<file path="config.mk">
export PLATFORM = sky130hd
export DESIGN_NAME = ceab_ctrl
export DESIGN_NICKNAME = d
export VERILOG_FILES = /design/src/hw/rtl/ceab_pkg.sv /design/src/hw/rtl/ceab_ctrl.sv
export SDC_FILE = /design/constraint.sdc
export NUM_CORES = 1
export LEC_CHECK = 0
export ABC_AREA = 1
export BUFFER_PORTS_ARGS = -buffer_cell sky130_fd_sc_hd__buf_4
export CORE_UTILIZATION = 28
export CTS_CLUSTER_SIZE = 28
export DETAILED_ROUTE_END_ITERATION = 7
export SLEW_MARGIN = 20
export SYNTH_ARGS = -nofsm -noshare
export SYNTH_HDL_FRONTEND = slang
export SYNTH_SLANG_ARGS = --single-unit
</file>
<file path="constraint.sdc">
create_clock -name clk -period 3.58 [get_ports clk]
set_clock_uncertainty 0.1 [all_clocks]
set_input_delay 0.716 -clock clk [delete_from_list [all_inputs] [get_ports clk]]
set_output_delay 0.716 -clock clk [all_outputs]
set_load 0.02 [all_outputs]
</file>
<file path="src/hw/rtl/ceab_pkg.sv">
// Package for the compatibility EM abundance unit.
// Widths, codes, controller states and the controller/datapath command types.
// No dependencies.
package ceab_pkg;

	// Field and arithmetic widths
	localparam int MASK_W   = 32;
	localparam int CNT_W    = 16;
	localparam int AB_W     = 33;
	localparam int RSUM_W   = 38;
	localparam int PROD_W   = 49;
	localparam int SQ_W     = 66;
	localparam int SSQ_W    = 71;
	localparam int TSQ_W    = 64;
	localparam int LIM_W    = 70;
	localparam int ITER_W   = 16;
	localparam int NCFG_W   = 6;
	localparam int TOL_W    = 32;
	localparam int CIDX_W   = 5;
	localparam int ST_W     = 2;
	localparam int REG_IDX_W = 2;
	localparam int SHARE_STEPS = 32;

	localparam logic [AB_W-1:0] ONE_Q32 = {1'b1, 32'h0};

	// Defaults for the top-level parameters
	localparam int MAX_CAT_DEF = 32;
	localparam int MAX_PAT_DEF = 1024;

	// Register reset values
	localparam logic [NCFG_W-1:0] NCAT_RST  = 6'd32;
	localparam logic [ITER_W-1:0] MAXIT_RST = 16'd1000;
	localparam logic [TOL_W-1:0]  TOL_RST   = 32'd42950;

	// Register indexes
	localparam logic [REG_IDX_W-1:0] REG_NCAT  = 2'd0;
	localparam logic [REG_IDX_W-1:0] REG_MAXIT = 2'd1;
	localparam logic [REG_IDX_W-1:0] REG_TOL   = 2'd2;

	// Run status codes
	localparam logic [ST_W-1:0] ST_CONV  = 2'd0;
	localparam logic [ST_W-1:0] ST_LIMIT = 2'd1;
	localparam logic [ST_W-1:0] ST_ZERO  = 2'd2;
	localparam logic [ST_W-1:0] ST_DROP  = 2'd3;

	typedef enum logic [4:0] {
		S_IDLE, S_RUN, S_INIT_WAIT, S_INIT_WR, S_CHECK, S_ACC_CLR, S_PAT_CHK,
		S_RSUM, S_SH_TEST, S_SH_CHK, S_SH_WAIT, S_MUL, S_ACC, S_UPD_DIV,
		S_UPD_WAIT, S_UPD_SQ, S_UPD_ACC, S_CONV, S_EMIT_LD, S_EMIT_WT
	} ceab_state_t;

	typedef enum logic [1:0] {DIV_INIT, DIV_SHARE, DIV_EXP} ceab_div_sel_t;

	typedef enum logic [1:0] {J_HOLD, J_INC, J_CLR} ceab_jop_t;

	typedef struct packed {
		logic          pat_ready;
		logic          run_start;
		logic          div_start;
		ceab_div_sel_t div_sel;
		ceab_jop_t     j_op;
		logic          init_wr;
		logic          lim_ld;
		logic          acc_clr;
		logic          i_clr;
		logic          i_inc;
		logic          pat_rd;
		logic          rsum_clr;
		logic          rsum_add;
		logic          share_ld;
		logic          mul;
		logic          acc_add;
		logic          upd_sq;
		logic          ssq_clr;
		logic          ssq_add;
		logic          iter_inc;
		logic          emit_ld;
		logic          batch_clr;
	} ceab_cmd_t;

	typedef struct packed {
		logic last_acc;
		logic j_end;
		logic i_end;
		logic bit_set;
		logic rsum_zero;
		logic part_ge;
		logic div_busy;
		logic total_zero;
		logic maxit_hit;
		logic conv;
		logic res_taken;
	} ceab_sts_t;

endpackage

</file>
<file path="src/hw/rtl/ceab_ctrl.sv">
// Sequencer of the abundance unit: loading, EM iterations, result emission.
// Depends on ceab_pkg; drives ceab_dp through ceab_cmd_t.
module ceab_ctrl import ceab_pkg::*; (
	input  logic      clk,
	input  logic      arst_n,
	input  ceab_sts_t sts,
	output ceab_cmd_t cmd
);
	ceab_state_t state_q, state_d;

	always_ff @(posedge clk or negedge arst_n) begin
		if (!arst_n) state_q <= S_IDLE;
		else         state_q <= state_d;
	end

	// next state
	always_comb begin
		state_d = state_q;
		case (state_q)
			S_IDLE:      if (sts.last_acc) state_d = S_RUN;
			S_RUN:       state_d = S_INIT_WAIT;
			S_INIT_WAIT: if (!sts.div_busy) state_d = S_INIT_WR;
			S_INIT_WR:   if (sts.j_end) state_d = S_CHECK;
			S_CHECK: begin
				if (sts.total_zero || sts.conv || sts.maxit_hit) state_d = S_EMIT_LD;
				else                                             state_d = S_ACC_CLR;
			end
			S_ACC_CLR:   if (sts.j_end) state_d = S_PAT_CHK;
			S_PAT_CHK:   state_d = sts.i_end ? S_UPD_DIV : S_RSUM;
			S_RSUM:      if (sts.j_end) state_d = S_SH_TEST;
			S_SH_TEST:   state_d = sts.rsum_zero ? S_PAT_CHK : S_SH_CHK;
			S_SH_CHK: begin
				if (!sts.bit_set) begin
					if (sts.j_end) state_d = S_PAT_CHK;
				end else if (sts.part_ge) begin
					state_d = S_MUL;
				end else begin
					state_d = S_SH_WAIT;
				end
			end
			S_SH_WAIT:   if (!sts.div_busy) state_d = S_MUL;
			S_MUL:       state_d = S_ACC;
			S_ACC:       state_d = sts.j_end ? S_PAT_CHK : S_SH_CHK;
			S_UPD_DIV:   state_d = S_UPD_WAIT;
			S_UPD_WAIT:  if (!sts.div_busy) state_d = S_UPD_SQ;
			S_UPD_SQ:    state_d = S_UPD_ACC;
			S_UPD_ACC:   state_d = sts.j_end ? S_CONV : S_UPD_DIV;
			S_CONV:      state_d = S_CHECK;
			S_EMIT_LD:   state_d = S_EMIT_WT;
			S_EMIT_WT: begin
				if (sts.res_taken) state_d = sts.j_end ? S_IDLE : S_EMIT_LD;
			end
			default:     state_d = S_IDLE;
		endcase
	end

	// commands
	always_comb begin
		cmd         = '0;
		cmd.j_op    = J_HOLD;
		cmd.div_sel = DIV_INIT;
		case (state_q)
			S_IDLE: cmd.pat_ready = 1'b1;
			S_RUN: begin
				cmd.run_start = 1'b1;
				cmd.div_start = 1'b1;
				cmd.div_sel   = DIV_INIT;
				cmd.j_op      = J_CLR;
			end
			S_INIT_WR: begin
				cmd.init_wr = 1'b1;
				cmd.lim_ld  = 1'b1;
				cmd.j_op    = sts.j_end ? J_HOLD : J_INC;
			end
			S_CHECK: begin
				cmd.j_op    = J_CLR;
				cmd.i_clr   = 1'b1;
				cmd.ssq_clr = 1'b1;
			end
			S_ACC_CLR: begin
				cmd.acc_clr = 1'b1;
				cmd.j_op    = sts.j_end ? J_HOLD : J_INC;
			end
			S_PAT_CHK: begin
				cmd.j_op     = J_CLR;
				cmd.pat_rd   = !sts.i_end;
				cmd.rsum_clr = !sts.i_end;
			end
			S_RSUM: begin
				cmd.rsum_add = 1'b1;
				cmd.j_op     = sts.j_end ? J_CLR : J_INC;
			end
			S_SH_TEST: cmd.i_inc = sts.rsum_zero;
			S_SH_CHK: begin
				if (!sts.bit_set) begin
					if (sts.j_end) cmd.i_inc = 1'b1;
					else           cmd.j_op  = J_INC;
				end else if (sts.part_ge) begin
					cmd.share_ld = 1'b1;
				end else begin
					cmd.div_start = 1'b1;
					cmd.div_sel   = DIV_SHARE;
				end
			end
			S_SH_WAIT: cmd.share_ld = !sts.div_busy;
			S_MUL:     cmd.mul = 1'b1;
			S_ACC: begin
				cmd.acc_add = 1'b1;
				if (sts.j_end) cmd.i_inc = 1'b1;
				else           cmd.j_op  = J_INC;
			end
			S_UPD_DIV: begin
				cmd.div_start = 1'b1;
				cmd.div_sel   = DIV_EXP;
			end
			S_UPD_SQ: cmd.upd_sq = 1'b1;
			S_UPD_ACC: begin
				cmd.ssq_add = 1'b1;
				cmd.j_op    = sts.j_end ? J_HOLD : J_INC;
			end
			S_CONV:    cmd.iter_inc = 1'b1;
			S_EMIT_LD: cmd.emit_ld = 1'b1;
			S_EMIT_WT: begin
				if (sts.res_taken) begin
					if (sts.j_end) cmd.batch_clr = 1'b1;
					else           cmd.j_op      = J_INC;
				end
			end
			default: cmd.j_op = J_HOLD;
		endcase
	end
endmodule

</file>
; Word-level counts from Yosys, hierarchy flattened
; Cells that the tools add are included.
; Widths: inputs -> output; s select.
[classes]
reduce_logical = 8
n_mux = 46
eq_ne = 26
[op_table]
columns = op, count
row1 = $pmux 5 s20, 1
row2 = $mux 5, 12
row3 = $eq 5x4->1 const B, 8
row4 = $mux 1, 21
row5 = $eq 5x3->1 const B, 4
row6 = $eq 5x5->1 const B, 4
row7 = $ne 2x2->1 const B, 7
row8 = $mux 4, 3
row9 = $eq 5x2->1 const B, 2
row10 = $pmux 2 s5, 1
row11 = $pmux 3 s3, 1
row12 = $reduce_and 7->1, 1
row13 = $mux 2, 3
row14 = $mux 3, 2
row15 = $eq 5x1->1 const B, 1
row16 = $logic_not 5->1, 1
row17 = $reduce_or 4->1, 1
row18 = $pmux 1 s3, 1
row19 = $reduce_or 3->1, 1
row20 = $logic_not 1->1, 2
row21 = $logic_or 1x1->1, 2
row22 = $pmux 1 s2, 1
[totals]
input_bits = 13
word_cells = 81
ff_bits = 5

; Depth between registers and ports, before layout
[depth]
depth_word = 4
mapped_depth = 11
depth_no_buf = 10

; Worst setup path after synthesis
; OpenSTA, ideal clock, no wires.
[synth_timing]
kind = input to output
start = input port sts[9] (netlist name)
end = output port cmd[0] (netlist name)
path_buffers = 0
path_stages = 2
path_slack_ps = 1127
arrival_time_ps = 1637
required_time_ps = 2764
cell_sequence = clkinv_1 nor4_1
[synth_lines]
columns = element, line_no
row1 = start: declaration, ceab_ctrl.sv:6  ; input ceab_sts_t sts,
row2 = end: declaration, ceab_ctrl.sv:7  ; output ceab_cmd_t cmd

==> results_dict.tcl <==
set metrics [dict create \
    setup.worst_path.start "state_q[1]" \
    area_delta_synth_final_pct 34.24 \
    drtPass1Iterations 6 \
    cts_num_sinks 5 \
    p_per_area_nw_per_um2 731.7 \
    root_buffer "clkbuf_4" \
    cp_max_fo 11 \
    ioPinCount 37 \
    die-area_um2 3361 \
    die_w_um 57.97 \
    drv_slew 0 \
    synth_common_cells "nand2_1, nor2_1, inv_1" \
    synthTopCellsByArea "nand2_1, dfrtp_1, nor2_1, nand3_1, inv_1" \
    postLayoutCoreUtil 0.4127 \
    synth_cell_type_count 21 \
    synth_top_family_by_area "simple AND/OR/NAND/NOR gates" \
    antenna_found_initial 0 \
    fin_nets 217 \
    grt_overflow_total 0 \
    synth_edf_count 0 \
    core_area_um2 2853 \
    routed_wl_mm 2.850 \
    rows 19 \
    largest_register_ff_count 5 \
    crit_required_ns 2.76 \
    syn_area_um2 877.1 \
    period_share 0.7194 \
    synth_adder_area_share 0 \
    post_cts_resized 0 \
    die_h_um 57.97 \
    synth_flop_cell "dfrtp_1" \
    cts_tree "built" \
    setup-tns-final_ns 0 \
    htree_levels 1 \
    total_power_w 0.0008615 \
    nFillCells 340 \
    drive_above_1_share 0.2660 \
    synth_cells 168 \
    drt.antenna.violating_nets 0 \
    finalHoldViolCount 0 \
    clk_latency_ns 0.24 \
    largest_registers "state_q (5)" \
    route.vias.total 1178 \
    crit_path_start_kind "flop" \
    critPathArrivalTime_ns 1.76 \
    hold_path.class "in -> async" \
    path_clk_slew_ns 0.04 \
    port_buffers 36 \
    violations "DRC" \
    cts_setup_buffers 0 \
    regToRegStartpoint "state_q[1]" \
    final_cell_area_um2 1177 \
    ys_seq_area_frac 0.1427 \
    top_register "state_q" \
    setup_ws_ns 1.005 \
    fmax_ghz 0.3883 \
    wl_per_cell_um 12.18 \
    synth_compound_area_frac 0.07275 \
    grt_pass1_vias 1017 \
    initialDrtViolationCount 55 \
    tightest_slew_ns 0.4587 \
    clock_tree.buffer_depth 2 \
    crit_path_end "cmd[17]" \
    synth-simple-area-share 0.6291 \
    rsz0062_at_grt "no" \
    worst_setup_path_end_kind "output port" \
    ctsHoldBuffers 0 \
    fin_crit_ns 2.575 \
    grt_max_degree 12 \
    r2r_cells 9 \
    synth.ff_latch_count 5 \
    worstReg2RegEnd "state_q[2]" \
    crit_type "reg -> out" \
    track_usage 0.1823 \
    async_flop_share 1.000 \
    vdd_drop_max_mv 0.3431 \
    gp_congestion 0.8634 \
    r2r_slack_ns 1.84 \
    maxCapViolations 0 \
    hpwl_mm 2.366 \
    ys_warn_count 0 \
    drc 3 \
    synth_mux_area_frac 0 \
    n_antenna_cell 0 \
    relSlewSlack 0.6942 \
    synth.largest_area_cell "nand2_1" \
    grt_pass1_wl_mm 4.705 \
    place_area_um2 1151 \
    post-place-ws_ns 1.167 \
    yosysMostFrequentCell "nand2_1" \
    synth_nets 181 \
    report.final.setup_viol 0 \
    status "complete, but fails checks" \
    synth_xor_area_frac 0 \
    cts_buffers 3 \
    initial_core_util 0.3075 \
    avgSynthCellArea_um2 5.221 \
    yosysTopAreaCellShare 0.1797 \
    leakage_nw 0.7436 \
    viasPerCell 5.034 \
]
## through the flow
stage,instances,hold WS (ns)
2_1_floorplan,168,0.3204
3_3_place_gp,230,0.4209
3_5_place_dp,230,0.4205
4_1_cts,234,0.1629
5_1_grt,234,0.1501
6_report,234,0.1705
## cell families after synthesis
logic type | Yosys count
flops | 5
compound gates | 12
buf+inv | 32
simple gates | 119
## how the worst min path moves through the flow
stage                 end  slack, ns  depth (start not counted)
6_report       state_q[4]       0.17                          1
3_3_place_gp   state_q[4]       0.42                          1
3_5_place_dp   state_q[4]       0.42                          1
4_1_cts        state_q[4]       0.16                          1
2_1_floorplan  state_q[0]       0.32                          0
5_1_grt        state_q[3]       0.15                          1
## power by group
group	total [W]	internal, W	switching, W
logic	0.000647	0.000225	0.000422
clock network	0.0000632	0.0000420	0.0000212
registers	0.000151	0.0000818	0.0000693
## area by class of cell
type	count	area, um^2	share of cell area
tap	31	38.79	0.03294
sequential	5	125.1	0.1063
timing repair buffer	36	270.3	0.2295
clock buffer	4	26.28	0.02232
inverter	27	101.3	0.08608
multi-input combinational	131	615.6	0.5228
## critical path, stage by stage, from the launching register on
cell and delay (ns):
dfrtp_1 0.54, inv_2 0.11, nand2_1 0.10, nor2_2 0.22
nand2_1 0.17, nand3_1 0.12, o21ai_1 0.06, nand4_1 0.08
buf_4 0.14
## layer usage
layer	global-route usage	routed length, um
met1	0.2668	1250
met2	0.2857	1254
met3	0.04241	345
met4	0.01020	0
met5	0	0
## cell usage in the layout, fill, tap and decap left out
cell type / instances
clkbuf_1: 1
nor4_1: 1
nor2_2: 4
nor2_1: 31
dfrtp_1: 5
nand3b_1: 1
nor3_1: 3
nand3_1: 22
nand2_2: 4
o21ai_0: 6
clkinv_1: 1
nand2_1: 42
inv_2: 3
nor2_4: 4
o211ai_1: 1
o22ai_1: 1
buf_4: 36
nand4_1: 7
inv_1: 23
clkbuf_4: 3
o21ai_1: 3
a21oi_1: 1
No activity file was read; power rests on OpenSTA's default activity.
